### src/rtl/exptk_pkg.sv
// exptk_pkg: types, character codes and character class functions for the
// expression tokenizer; no dependencies, compiled before everything else
`default_nettype none

package exptk_pkg;

    localparam int POS_BITS_DEF = 16;
    localparam int LEN_BITS_DEF = 8;
    localparam int FIFO_DEPTH   = 4;

    localparam logic [7:0] CH_EQ    = 8'h3D;  // '='
    localparam logic [7:0] CH_BANG  = 8'h21;  // '!'
    localparam logic [7:0] CH_LT    = 8'h3C;  // '<'
    localparam logic [7:0] CH_GT    = 8'h3E;  // '>'
    localparam logic [7:0] CH_SPACE = 8'h20;
    localparam logic [7:0] CH_TAB   = 8'h09;
    localparam logic [7:0] CH_CR    = 8'h0D;
    localparam logic [7:0] CH_ZERO  = 8'h30;
    localparam logic [7:0] CH_NINE  = 8'h39;

    typedef enum logic [1:0] {
        KIND_PUNCT = 2'd0,
        KIND_NUM   = 2'd1,
        KIND_END   = 2'd2,
        KIND_ERR   = 2'd3
    } t_kind;

    typedef struct packed {
        t_kind              kind;
        logic signed [31:0] num_value;
        logic [7:0]         first_char;
        logic [7:0]         second_char;
        logic [15:0]        start_pos;
        logic [7:0]         length;
        logic               last;
    } t_token;

    // up to two tokens per character, first in order in tok_a
    typedef struct packed {
        logic [1:0] cnt;
        t_token     tok_a;
        t_token     tok_b;
    } t_push;

    function automatic logic is_space(input logic [7:0] c);
        return (c == CH_SPACE) || (c >= CH_TAB && c <= CH_CR);
    endfunction

    function automatic logic is_digit(input logic [7:0] c);
        return (c >= CH_ZERO) && (c <= CH_NINE);
    endfunction

    function automatic logic is_punct(input logic [7:0] c);
        return (c >= 8'd33 && c <= 8'd47) || (c >= 8'd58 && c <= 8'd64) ||
               (c >= 8'd91 && c <= 8'd96) || (c >= 8'd123 && c <= 8'd126);
    endfunction

    function automatic logic is_pair_head(input logic [7:0] c);
        return (c == CH_EQ) || (c == CH_BANG) || (c == CH_LT) || (c == CH_GT);
    endfunction

endpackage

`default_nettype wire

### src/rtl/exptk_if.sv
// exptk_if: valid/ready channel interfaces for characters in and tokens out
// no dependencies
`default_nettype none

interface exptk_in_if;
    logic       valid;
    logic       ready;
    logic [7:0] ch;
    logic       is_end;

    modport source (output valid, output ch, output is_end, input ready);
    modport sink   (input valid, input ch, input is_end, output ready);
endinterface

interface exptk_out_if;
    logic               valid;
    logic               ready;
    logic [1:0]         kind;
    logic signed [31:0] num_value;
    logic [7:0]         first_char;
    logic [7:0]         second_char;
    logic [15:0]        start_pos;
    logic [7:0]         length;
    logic               last;

    modport source (output valid, output kind, output num_value, output first_char,
                    output second_char, output start_pos, output length,
                    output last, input ready);
    modport sink   (input valid, input kind, input num_value, input first_char,
                    input second_char, input start_pos, input length,
                    input last, output ready);
endinterface

`default_nettype wire

### src/rtl/expression_tokenizer.sv
// expression_tokenizer: streaming lexer for arithmetic expression text
// depends on exptk_pkg, exptk_if, exptk_core and exptk_fifo
//
//  port    | dir | payload                                            | per transfer
//  --------+-----+----------------------------------------------------+--------------------
//  i_in    | in  | ch, is_end                                         | one character
//  o_out   | out | kind, num_value, first_char, second_char,          | one token
//          |     | start_pos, length, last                            |
//
// one character per cycle while the queue has room; a character is taken into the input
// register, then decoded against the lexer state into zero, one or two tokens
// two tokens (flush plus new token) are written to the queue together; the four-entry
// token queue absorbs these and stalls the input register only when fewer than two
// slots are free
// synchronous active-low reset clears the lexer state and the queue
// output stalls back up through the queue to i_in.ready; no transfer is lost
`default_nettype none

module expression_tokenizer import exptk_pkg::*; #(
    parameter int POS_BITS = POS_BITS_DEF,
    parameter int LEN_BITS = LEN_BITS_DEF
) (
    input  logic         i_clk,
    input  logic         i_rst_n,
    exptk_in_if.sink     i_in,
    exptk_out_if.source  o_out
);

    t_push  push;
    logic   room;
    t_token tok;

    // classification, number accumulation, pair lookahead and position count
    exptk_core #(
        .POS_BITS (POS_BITS),
        .LEN_BITS (LEN_BITS)
    ) u_core (
        .i_clk   (i_clk),
        .i_rst_n (i_rst_n),
        .i_in    (i_in),
        .i_room  (room),
        .o_push  (push)
    );

    // token queue between the decoder and the output channel
    exptk_fifo u_fifo (
        .i_clk   (i_clk),
        .i_rst_n (i_rst_n),
        .i_push  (push),
        .i_pop   (o_out.ready),
        .o_room  (room),
        .o_valid (o_out.valid),
        .o_tok   (tok)
    );

    // unpack the head token onto the channel
    assign o_out.kind        = tok.kind;
    assign o_out.num_value   = tok.num_value;
    assign o_out.first_char  = tok.first_char;
    assign o_out.second_char = tok.second_char;
    assign o_out.start_pos   = tok.start_pos;
    assign o_out.length      = tok.length;
    assign o_out.last        = tok.last;

endmodule

`default_nettype wire

### src/rtl/exptk_core.sv
// exptk_core: input register and lexer state; one character per transfer
// depends on exptk_pkg and exptk_in_if
`default_nettype none

module exptk_core import exptk_pkg::*; #(
    parameter int POS_BITS = POS_BITS_DEF,
    parameter int LEN_BITS = LEN_BITS_DEF
) (
    input  logic        i_clk,
    input  logic        i_rst_n,
    exptk_in_if.sink    i_in,
    input  logic        i_room,
    output t_push       o_push
);

    localparam logic [POS_BITS-1:0] POS_MAX = {POS_BITS{1'b1}};
    localparam logic [LEN_BITS-1:0] LEN_MAX = {LEN_BITS{1'b1}};

    logic                r_in_valid;
    logic [7:0]          r_ch;
    logic                r_is_end;

    logic                r_num_active, n_num_active;
    logic [31:0]         r_accum,      n_accum;
    logic [POS_BITS-1:0] r_num_start,  n_num_start;
    logic [LEN_BITS-1:0] r_num_len,    n_num_len;
    logic                r_pend_valid, n_pend_valid;
    logic [7:0]          r_pend_char,  n_pend_char;
    logic [POS_BITS-1:0] r_pend_start, n_pend_start;
    logic [POS_BITS-1:0] r_pos,        n_pos;
    logic                r_halted,     n_halted;

    logic   take;
    logic   in_fire;
    logic   f_v;
    t_token f_tok;
    logic   flush_v;
    logic   tail_v;
    t_token tail_tok;
    logic [31:0] digit;

    assign take     = r_in_valid && i_room;
    assign i_in.ready = !r_in_valid || take;
    assign in_fire  = i_in.valid && i_in.ready;
    assign digit    = {28'd0, r_ch[3:0]};

    // whatever token is pending; number and held punctuation never coexist
    always_comb begin
        f_tok = '0;
        f_v   = r_num_active || r_pend_valid;
        if (r_num_active) begin
            f_tok.kind      = KIND_NUM;
            f_tok.num_value = r_accum;
            f_tok.start_pos = 16'(r_num_start);
            f_tok.length    = 8'(r_num_len);
        end else begin
            f_tok.kind       = KIND_PUNCT;
            f_tok.first_char = r_pend_char;
            f_tok.start_pos  = 16'(r_pend_start);
            f_tok.length     = 8'd1;
        end
    end

    always_comb begin
        n_num_active = r_num_active;
        n_accum      = r_accum;
        n_num_start  = r_num_start;
        n_num_len    = r_num_len;
        n_pend_valid = r_pend_valid;
        n_pend_char  = r_pend_char;
        n_pend_start = r_pend_start;
        n_pos        = r_pos;
        n_halted     = r_halted;
        flush_v      = 1'b0;
        tail_v       = 1'b0;
        tail_tok     = '0;

        if (r_is_end) begin
            if (!r_halted) begin
                flush_v            = f_v;
                tail_v             = 1'b1;
                tail_tok.kind      = KIND_END;
                tail_tok.start_pos = 16'(r_pos);
            end
            n_num_active = 1'b0;
            n_accum      = '0;
            n_num_start  = '0;
            n_num_len    = '0;
            n_pend_valid = 1'b0;
            n_pend_char  = '0;
            n_pend_start = '0;
            n_pos        = '0;
            n_halted     = 1'b0;
        end else if (!r_halted) begin
            priority if (is_digit(r_ch)) begin
                flush_v      = r_pend_valid;
                n_pend_valid = 1'b0;
                n_num_active = 1'b1;
                if (!r_num_active) begin
                    n_accum     = digit;
                    n_num_len   = LEN_BITS'(1);
                    n_num_start = r_pos;
                end else begin
                    n_accum = (r_accum << 3) + (r_accum << 1) + digit;
                    if (r_num_len != LEN_MAX) begin
                        n_num_len = r_num_len + LEN_BITS'(1);
                    end
                end
            end else if (is_space(r_ch)) begin
                flush_v      = f_v;
                n_num_active = 1'b0;
                n_pend_valid = 1'b0;
            end else if (is_punct(r_ch)) begin
                if (r_pend_valid && r_ch == CH_EQ) begin
                    // two-character comparison
                    tail_v               = 1'b1;
                    tail_tok.kind        = KIND_PUNCT;
                    tail_tok.first_char  = r_pend_char;
                    tail_tok.second_char = r_ch;
                    tail_tok.start_pos   = 16'(r_pend_start);
                    tail_tok.length      = 8'd2;
                    n_pend_valid         = 1'b0;
                end else begin
                    flush_v      = f_v;
                    n_num_active = 1'b0;
                    n_pend_valid = 1'b0;
                    if (is_pair_head(r_ch)) begin
                        n_pend_valid = 1'b1;
                        n_pend_char  = r_ch;
                        n_pend_start = r_pos;
                    end else begin
                        tail_v              = 1'b1;
                        tail_tok.kind       = KIND_PUNCT;
                        tail_tok.first_char = r_ch;
                        tail_tok.start_pos  = 16'(r_pos);
                        tail_tok.length     = 8'd1;
                    end
                end
            end else begin
                flush_v             = f_v;
                n_num_active        = 1'b0;
                n_pend_valid        = 1'b0;
                tail_v              = 1'b1;
                tail_tok.kind       = KIND_ERR;
                tail_tok.first_char = r_ch;
                tail_tok.start_pos  = 16'(r_pos);
                tail_tok.length     = 8'd1;
                n_halted            = 1'b1;
            end
            if (r_pos != POS_MAX) begin
                n_pos = r_pos + POS_BITS'(1);
            end
        end
    end

    always_comb begin
        o_push.cnt   = take ? (2'(flush_v) + 2'(tail_v)) : 2'd0;
        o_push.tok_a = flush_v ? f_tok : tail_tok;
        o_push.tok_a.last = !(flush_v && tail_v);
        o_push.tok_b = tail_tok;
        o_push.tok_b.last = 1'b1;
    end

    always_ff @(posedge i_clk) begin
        if (!i_rst_n) begin
            r_in_valid <= 1'b0;
        end else if (in_fire) begin
            r_in_valid <= 1'b1;
        end else if (take) begin
            r_in_valid <= 1'b0;
        end
    end

    always_ff @(posedge i_clk) begin
        if (in_fire) begin
            r_ch     <= i_in.ch;
            r_is_end <= i_in.is_end;
        end
    end

    always_ff @(posedge i_clk) begin
        if (!i_rst_n) begin
            r_num_active <= 1'b0;
            r_accum      <= '0;
            r_num_start  <= '0;
            r_num_len    <= '0;
            r_pend_valid <= 1'b0;
            r_pend_char  <= '0;
            r_pend_start <= '0;
            r_pos        <= '0;
            r_halted     <= 1'b0;
        end else if (take) begin
            r_num_active <= n_num_active;
            r_accum      <= n_accum;
            r_num_start  <= n_num_start;
            r_num_len    <= n_num_len;
            r_pend_valid <= n_pend_valid;
            r_pend_char  <= n_pend_char;
            r_pend_start <= n_pend_start;
            r_pos        <= n_pos;
            r_halted     <= n_halted;
        end
    end

endmodule

`default_nettype wire

### src/rtl/exptk_fifo.sv
// exptk_fifo: small token queue, up to two writes and one read per cycle
// depends on exptk_pkg
`default_nettype none

module exptk_fifo import exptk_pkg::*; (
    input  logic   i_clk,
    input  logic   i_rst_n,
    input  t_push  i_push,
    input  logic   i_pop,
    output logic   o_room,
    output logic   o_valid,
    output t_token o_tok
);

    localparam int PTR_W = $clog2(FIFO_DEPTH);
    localparam int CNT_W = $clog2(FIFO_DEPTH + 1);

    t_token             r_mem [FIFO_DEPTH];
    logic [PTR_W-1:0]   r_wr, n_wr;
    logic [PTR_W-1:0]   r_rd, n_rd;
    logic [CNT_W-1:0]   r_cnt, n_cnt;
    logic               pop;
    logic [PTR_W-1:0]   wr_next;

    assign o_valid = (r_cnt != '0);
    assign o_tok   = r_mem[r_rd];
    assign o_room  = (r_cnt <= CNT_W'(FIFO_DEPTH - 2));
    assign pop     = o_valid && i_pop;
    assign wr_next = r_wr + PTR_W'(1);

    always_comb begin
        n_wr  = r_wr + PTR_W'(i_push.cnt);
        n_rd  = pop ? r_rd + PTR_W'(1) : r_rd;
        n_cnt = r_cnt + CNT_W'(i_push.cnt) - CNT_W'(pop);
    end

    always_ff @(posedge i_clk) begin
        if (!i_rst_n) begin
            r_wr  <= '0;
            r_rd  <= '0;
            r_cnt <= '0;
        end else begin
            r_wr  <= n_wr;
            r_rd  <= n_rd;
            r_cnt <= n_cnt;
        end
    end

    always_ff @(posedge i_clk) begin
        if (i_push.cnt != 2'd0) begin
            r_mem[r_wr] <= i_push.tok_a;
        end
        if (i_push.cnt == 2'd2) begin
            r_mem[wr_next] <= i_push.tok_b;
        end
    end

endmodule

`default_nettype wire
### src/flat_wrapper.sv
// flat-port wrapper written by rule: the top's interface ports become plain ports
module expression_tokenizer_flat import exptk_pkg::*;
#(
    parameter int POS_BITS = POS_BITS_DEF,
    parameter int LEN_BITS = LEN_BITS_DEF
)
  (i_clk, i_rst_n, i_in_valid, i_in_ch, i_in_is_end, i_in_ready, o_out_valid, o_out_kind, o_out_num_value, o_out_first_char, o_out_second_char, o_out_start_pos, o_out_length, o_out_last, o_out_ready);
  exptk_in_if i_in_i ();
  exptk_out_if o_out_i ();
  input  logic i_clk;
  input  logic i_rst_n;
  input wire logic [$bits(i_in_i.valid)-1:0] i_in_valid;
  input wire logic [$bits(i_in_i.ch)-1:0] i_in_ch;
  input wire logic [$bits(i_in_i.is_end)-1:0] i_in_is_end;
  output wire logic [$bits(i_in_i.ready)-1:0] i_in_ready;
  output wire logic [$bits(o_out_i.valid)-1:0] o_out_valid;
  output wire logic [$bits(o_out_i.kind)-1:0] o_out_kind;
  output wire logic [$bits(o_out_i.num_value)-1:0] o_out_num_value;
  output wire logic [$bits(o_out_i.first_char)-1:0] o_out_first_char;
  output wire logic [$bits(o_out_i.second_char)-1:0] o_out_second_char;
  output wire logic [$bits(o_out_i.start_pos)-1:0] o_out_start_pos;
  output wire logic [$bits(o_out_i.length)-1:0] o_out_length;
  output wire logic [$bits(o_out_i.last)-1:0] o_out_last;
  input wire logic [$bits(o_out_i.ready)-1:0] o_out_ready;
  assign i_in_i.valid = i_in_valid;
  assign i_in_i.ch = i_in_ch;
  assign i_in_i.is_end = i_in_is_end;
  assign i_in_ready = i_in_i.ready;
  assign o_out_valid = o_out_i.valid;
  assign o_out_kind = o_out_i.kind;
  assign o_out_num_value = o_out_i.num_value;
  assign o_out_first_char = o_out_i.first_char;
  assign o_out_second_char = o_out_i.second_char;
  assign o_out_start_pos = o_out_i.start_pos;
  assign o_out_length = o_out_i.length;
  assign o_out_last = o_out_i.last;
  assign o_out_i.ready = o_out_ready;
  expression_tokenizer #(.POS_BITS(POS_BITS), .LEN_BITS(LEN_BITS)) u_core (.i_clk(i_clk), .i_rst_n(i_rst_n), .i_in(i_in_i), .o_out(o_out_i));
endmodule
### config.mk
export PLATFORM = sky130hd
export DESIGN_NAME = expression_tokenizer_flat
export DESIGN_NICKNAME = d
export VERILOG_FILES = /design/src/rtl/exptk_pkg.sv /design/src/rtl/exptk_if.sv /design/src/rtl/expression_tokenizer.sv /design/src/rtl/exptk_core.sv /design/src/rtl/exptk_fifo.sv /design/src/flat_wrapper.sv
export SDC_FILE = /design/constraint.sdc
export NUM_CORES = 1
export LEC_CHECK = 0
export BUFFER_PORTS_ARGS = -buffer_cell sky130_fd_sc_hd__buf_2
export CORE_AREA = 5 5 195 197
export DETAILED_ROUTE_END_ITERATION = 10
export DIE_AREA = 0 0 200 202
export PLACE_DENSITY = 0.72
export SYNTH_ARGS = -nofsm -noshare
export SYNTH_HDL_FRONTEND = slang
export SYNTH_SLANG_ARGS = --single-unit
### constraint.sdc
create_clock -name i_clk -period 7.92 [get_ports i_clk]
set_input_delay 1.584 -clock i_clk [delete_from_list [all_inputs] [get_ports i_clk]]
set_output_delay 1.584 -clock i_clk [all_outputs]
set_load 0.05 [all_outputs]
==> summary.md <==
| Metric | Value |
|---|---|
| FILL cells | 2874 |
| Hold slack | 0.462 ns |
| WS Path Type | reg -> reg |
| Ys flop type | dfxtp_1 |
| Worst EP required | 8.19 ns |
| Vias | 15100 |
| R2R setup slack | 2.64 ns |
| Top-count cell post-synth | dfxtp_1 |
| Post-synthesis instance total | 1864 |
| WL per Instance | 21.2 um |
| Die height | 202 um |
| Post-route ant nets | 0 |
| RD Place Congestion | 0.899 |
| Nets | 1968 |
| Starting Density | 54.3% |
| Post-CTS Setup Bufs | 0 |
| Largest net degree at the start of global routing | 87 |
| Latest clock arrival within the worst-skew pair | 0.55 ns |
| Vias in the first global route | 14500 |
| Synth area leader | dfxtp_1 |
| FMAX | 189 MHz |
| R2R cell count | 12 |
| Largest stage delay, worst path | 0.86 ns |
| Die footprint | 40400 sq um |
| Ys async rst share | 0% |
| Post-cts resize count | 0 |
| Hold buffer count at cts | 0 |
| DIE WIDTH | 200 um |
| Crit-path cells | and4bb_2 -> and3_1 -> nand3_1 -> o221ai_2 -> buf_4 -> clkinv_1 -> ha_1 -> o21ai_1 -> or2_2 -> buf_4 -> nand2_1 -> buf_4 |
| Sink Count | 418 |
| H-tree depth | 2 |
| Avg Vias per Cell | 6.33 |
| Synth-to-Final Area Change | 11.1% |
| Number of instances in the placed design | 2312 |
| WP data arrival | 5.55 ns |
| FF+latch count, synth | 418 |
| Most frequent CP cell | buf_4 |
| Worst Setup End Kind | register |
| Slew headroom | 19.4% |
| Top cells by count, synth | dfxtp_1 (265), o21ai_0 (182), nand3_1 (179) |
| Synth cell types | 65 |
| # Max-Cap Violations | 0 |
| Worst hold path type | reg -> reg |
| Status | finished, final reports clean |
| Max Root-Sink Buffers | 3 |
| Register area share after synthesis | 50.5% |
| Setup TNS | 0 ns |
| Final WL | 50600 um |
| Period utilization | 66.6% |
| CP max FO | 80 |
| Final setup viols | 0 |
| Syn_area_per_cell | 10.5 sq um |
| Overflow after GRT | 0 |
| Crit path launch type | register |
| Dpl ws | 2.65 ns |
| TritonCTS buffer count | 43 |
| Starting DRT DRC Count | 1659 |
| CTS Root Cell | clkbuf_16 |
| Share of cells above drive strength 1 | 14.5% |
| Remaining DRCs | 0 |
| Final Power | 5.40 mW |
| # rows | 70 |
| DR pass1 iterations | 5 |
| R2r endpoint | u_core.u_fifo.r_mem[1][40]$_DFFE_PP_ |
| Final WS setup | 2.64 ns |
| Synth top area share | 27.1% |
| Clock skew | 0.0177 ns |
| Least-Margin Pin Slew | 1.20 ns |
| Dpl hpwl | 32300 um |
| Placeable Area | 36100 sq um |
| Setup crit end | u_core.u_fifo.r_mem[1][40]$_DFFE_PP_ |
| Ant diodes | 0 |
| Fin crit period | 5.28 ns |
| Worst-path clk slew | 0.06 ns |
| Yosys warns | 0 |
| Number of enable flip-flop cells after synthesis | 153 |
| Worst vdd ir | 0.258 mV |
| First-pass GRT wire length | 80200 um |
| RSZ-0062 raised after global routing | no |
| Slowest CP cell | nand2_1 |
| PortBufs | 89 |
| Initial antenna violation count | 4 |
| Num ports | 90 |
| Worst setup startpoint | u_core.u_core.r_ch[7]$_DFFE_PP_ |
| Worst r2r src | u_core.u_core.r_ch[7]$_DFFE_PP_ |
| Finished Layout Cells | 2386 |
| Final Hold Viols | 0 |
| Mapped Area | 19600 sq um |
| CTS tree | yes |
| Pleak | 7.56 nW |
| Slew Limit Fails | 0 |
| Pwr dens | 248 nW/um^2 |
| Top area cells in the synthesized netlist | dfxtp_1 (27%), edfxtp_1 (23%), mux4_2 (8.6%) |
| Total track usage | 24.8% |
## where the power goes
group / total, mW / leakage (nW) / switching (mW) / internal [mW]
Combinational: 0.964 / 3.37 / 0.660 / 0.304
Sequential: 2.39 / 3.48 / 0.0974 / 2.29
Clock: 2.05 / 0.704 / 0.816 / 1.23
Total: 5.40 / 7.56 / 1.57 / 3.83
## logic make-up after synthesis
logic type / count (synthesis) / synth area share (%)
and+or+nand+nor: 581 / 14.1
AOI/OAI and AO/OA: 490 / 15.9
DFF: 418 / 50.5
buffers and inverters: 161 / 3.14
muxes: 98 / 9.81
adders and majority gates: 66 / 4.33
xor gates and xnor gates: 49 / 2.19
other: 1 / 0.0191
## critical path: cells and delay by family, from the launching register on
| kind | cells | cell delay [ns] |
|---|---|---|
| AO/OA/AOI/OAI | 2 | 0.63 |
| adder cells (fa/ha/maj) | 1 | 0.44 |
| buffers and inverters | 4 | 1.56 |
| flip-flops | 1 | 0.49 |
| AND/OR/NAND/NOR | 5 | 1.87 |
## layout by cell type (no fill, tap or decap), drive strengths merged, types with 10 or more instances in the layout
cell    count
xnor2      20
a21oi      50
a22o       35
buf       119
a21boi     22
clkbuf     54
edfxtp    153
conb       12
o21a       11
a22oi      53
nand2     130
clkinv     16
ha         63
inv        10
o21ai     188
nand2b     16
o22ai      75
xor2       29
nor3       14
mux2i      22
nor2b      49
a21o       10
mux4       75
and2       20
dfxtp     265
nor2      133
nand3     179
## through the flow
| stage | utilization (%) | cell area [sq um] |
|---|---|---|
| 3_3_place_gp | 56.4 | 20300 |
| 4_1_cts | 60.3 | 21800 |
| 5_1_grt | 60.3 | 21800 |
| 3_5_place_dp | 56.4 | 20300 |
| 2_1_floorplan | - | 19600 |
| 6_report | 60.3 | 21800 |
## registers in the layout (all words and copies together), names as in the netlist, named ones only
register	flops
u_core.u_core.r_accum	32
u_core.u_core.r_ch	8
u_core.u_core.r_halted	1
u_core.u_core.r_in_valid	1
u_core.u_core.r_is_end	1
u_core.u_core.r_num_active	1
u_core.u_core.r_num_len	8
u_core.u_core.r_num_start	16
u_core.u_core.r_pend_char	8
u_core.u_core.r_pend_start	16
u_core.u_core.r_pend_valid	1
u_core.u_core.r_pos	16
u_core.u_fifo.r_cnt	3
u_core.u_fifo.r_mem	300
u_core.u_fifo.r_rd	2
u_core.u_fifo.r_wr	2
## cell type report
class / count / area [sq um] / share of cell area, %
Clock buffer: 54 / 1200 / 5.52
Clock inverter: 20 / 221 / 1.02
Inverter: 11 / 41.3 / 0.190
Multi-Input combinational cell: 1296 / 9140 / 42.0
Sequential cell: 418 / 9910 / 45.5
Tap cell: 468 / 586 / 2.69
Timing Repair Buffer: 119 / 671 / 3.08
## metal layers
layer	vias to the layer above	track usage (%)	wire length, um
met4	4	6.43	989
met5	-	0	16
li1	6992	-	-
met2	707	36.2	22400
met1	7330	36.7	22000
met3	74	6.70	5290
## how the worst min path moves through the flow
stage	startpoint	to	slack, ns	depth (start not counted)
floorplan	u_core.u_fifo.r_mem[1][0]$_SDFFE_PP1N_	u_core.u_fifo.r_mem[1][0]$_SDFFE_PP1N_	0.43	1
global placement	u_core.u_fifo.r_mem[3][0]$_SDFFE_PP1N_	u_core.u_fifo.r_mem[3][0]$_SDFFE_PP1N_	0.44	1
detailed placement	u_core.u_fifo.r_mem[3][0]$_SDFFE_PP1N_	u_core.u_fifo.r_mem[3][0]$_SDFFE_PP1N_	0.45	1
CTS	u_core.u_fifo.r_mem[3][0]$_SDFFE_PP1N_	u_core.u_fifo.r_mem[3][0]$_SDFFE_PP1N_	0.46	1
global route	u_core.u_fifo.r_mem[3][0]$_SDFFE_PP1N_	u_core.u_fifo.r_mem[3][0]$_SDFFE_PP1N_	0.48	1
finish	u_core.u_fifo.r_mem[3][0]$_SDFFE_PP1N_	u_core.u_fifo.r_mem[3][0]$_SDFFE_PP1N_	0.46	1
Power figures use the tool's default switching activity.
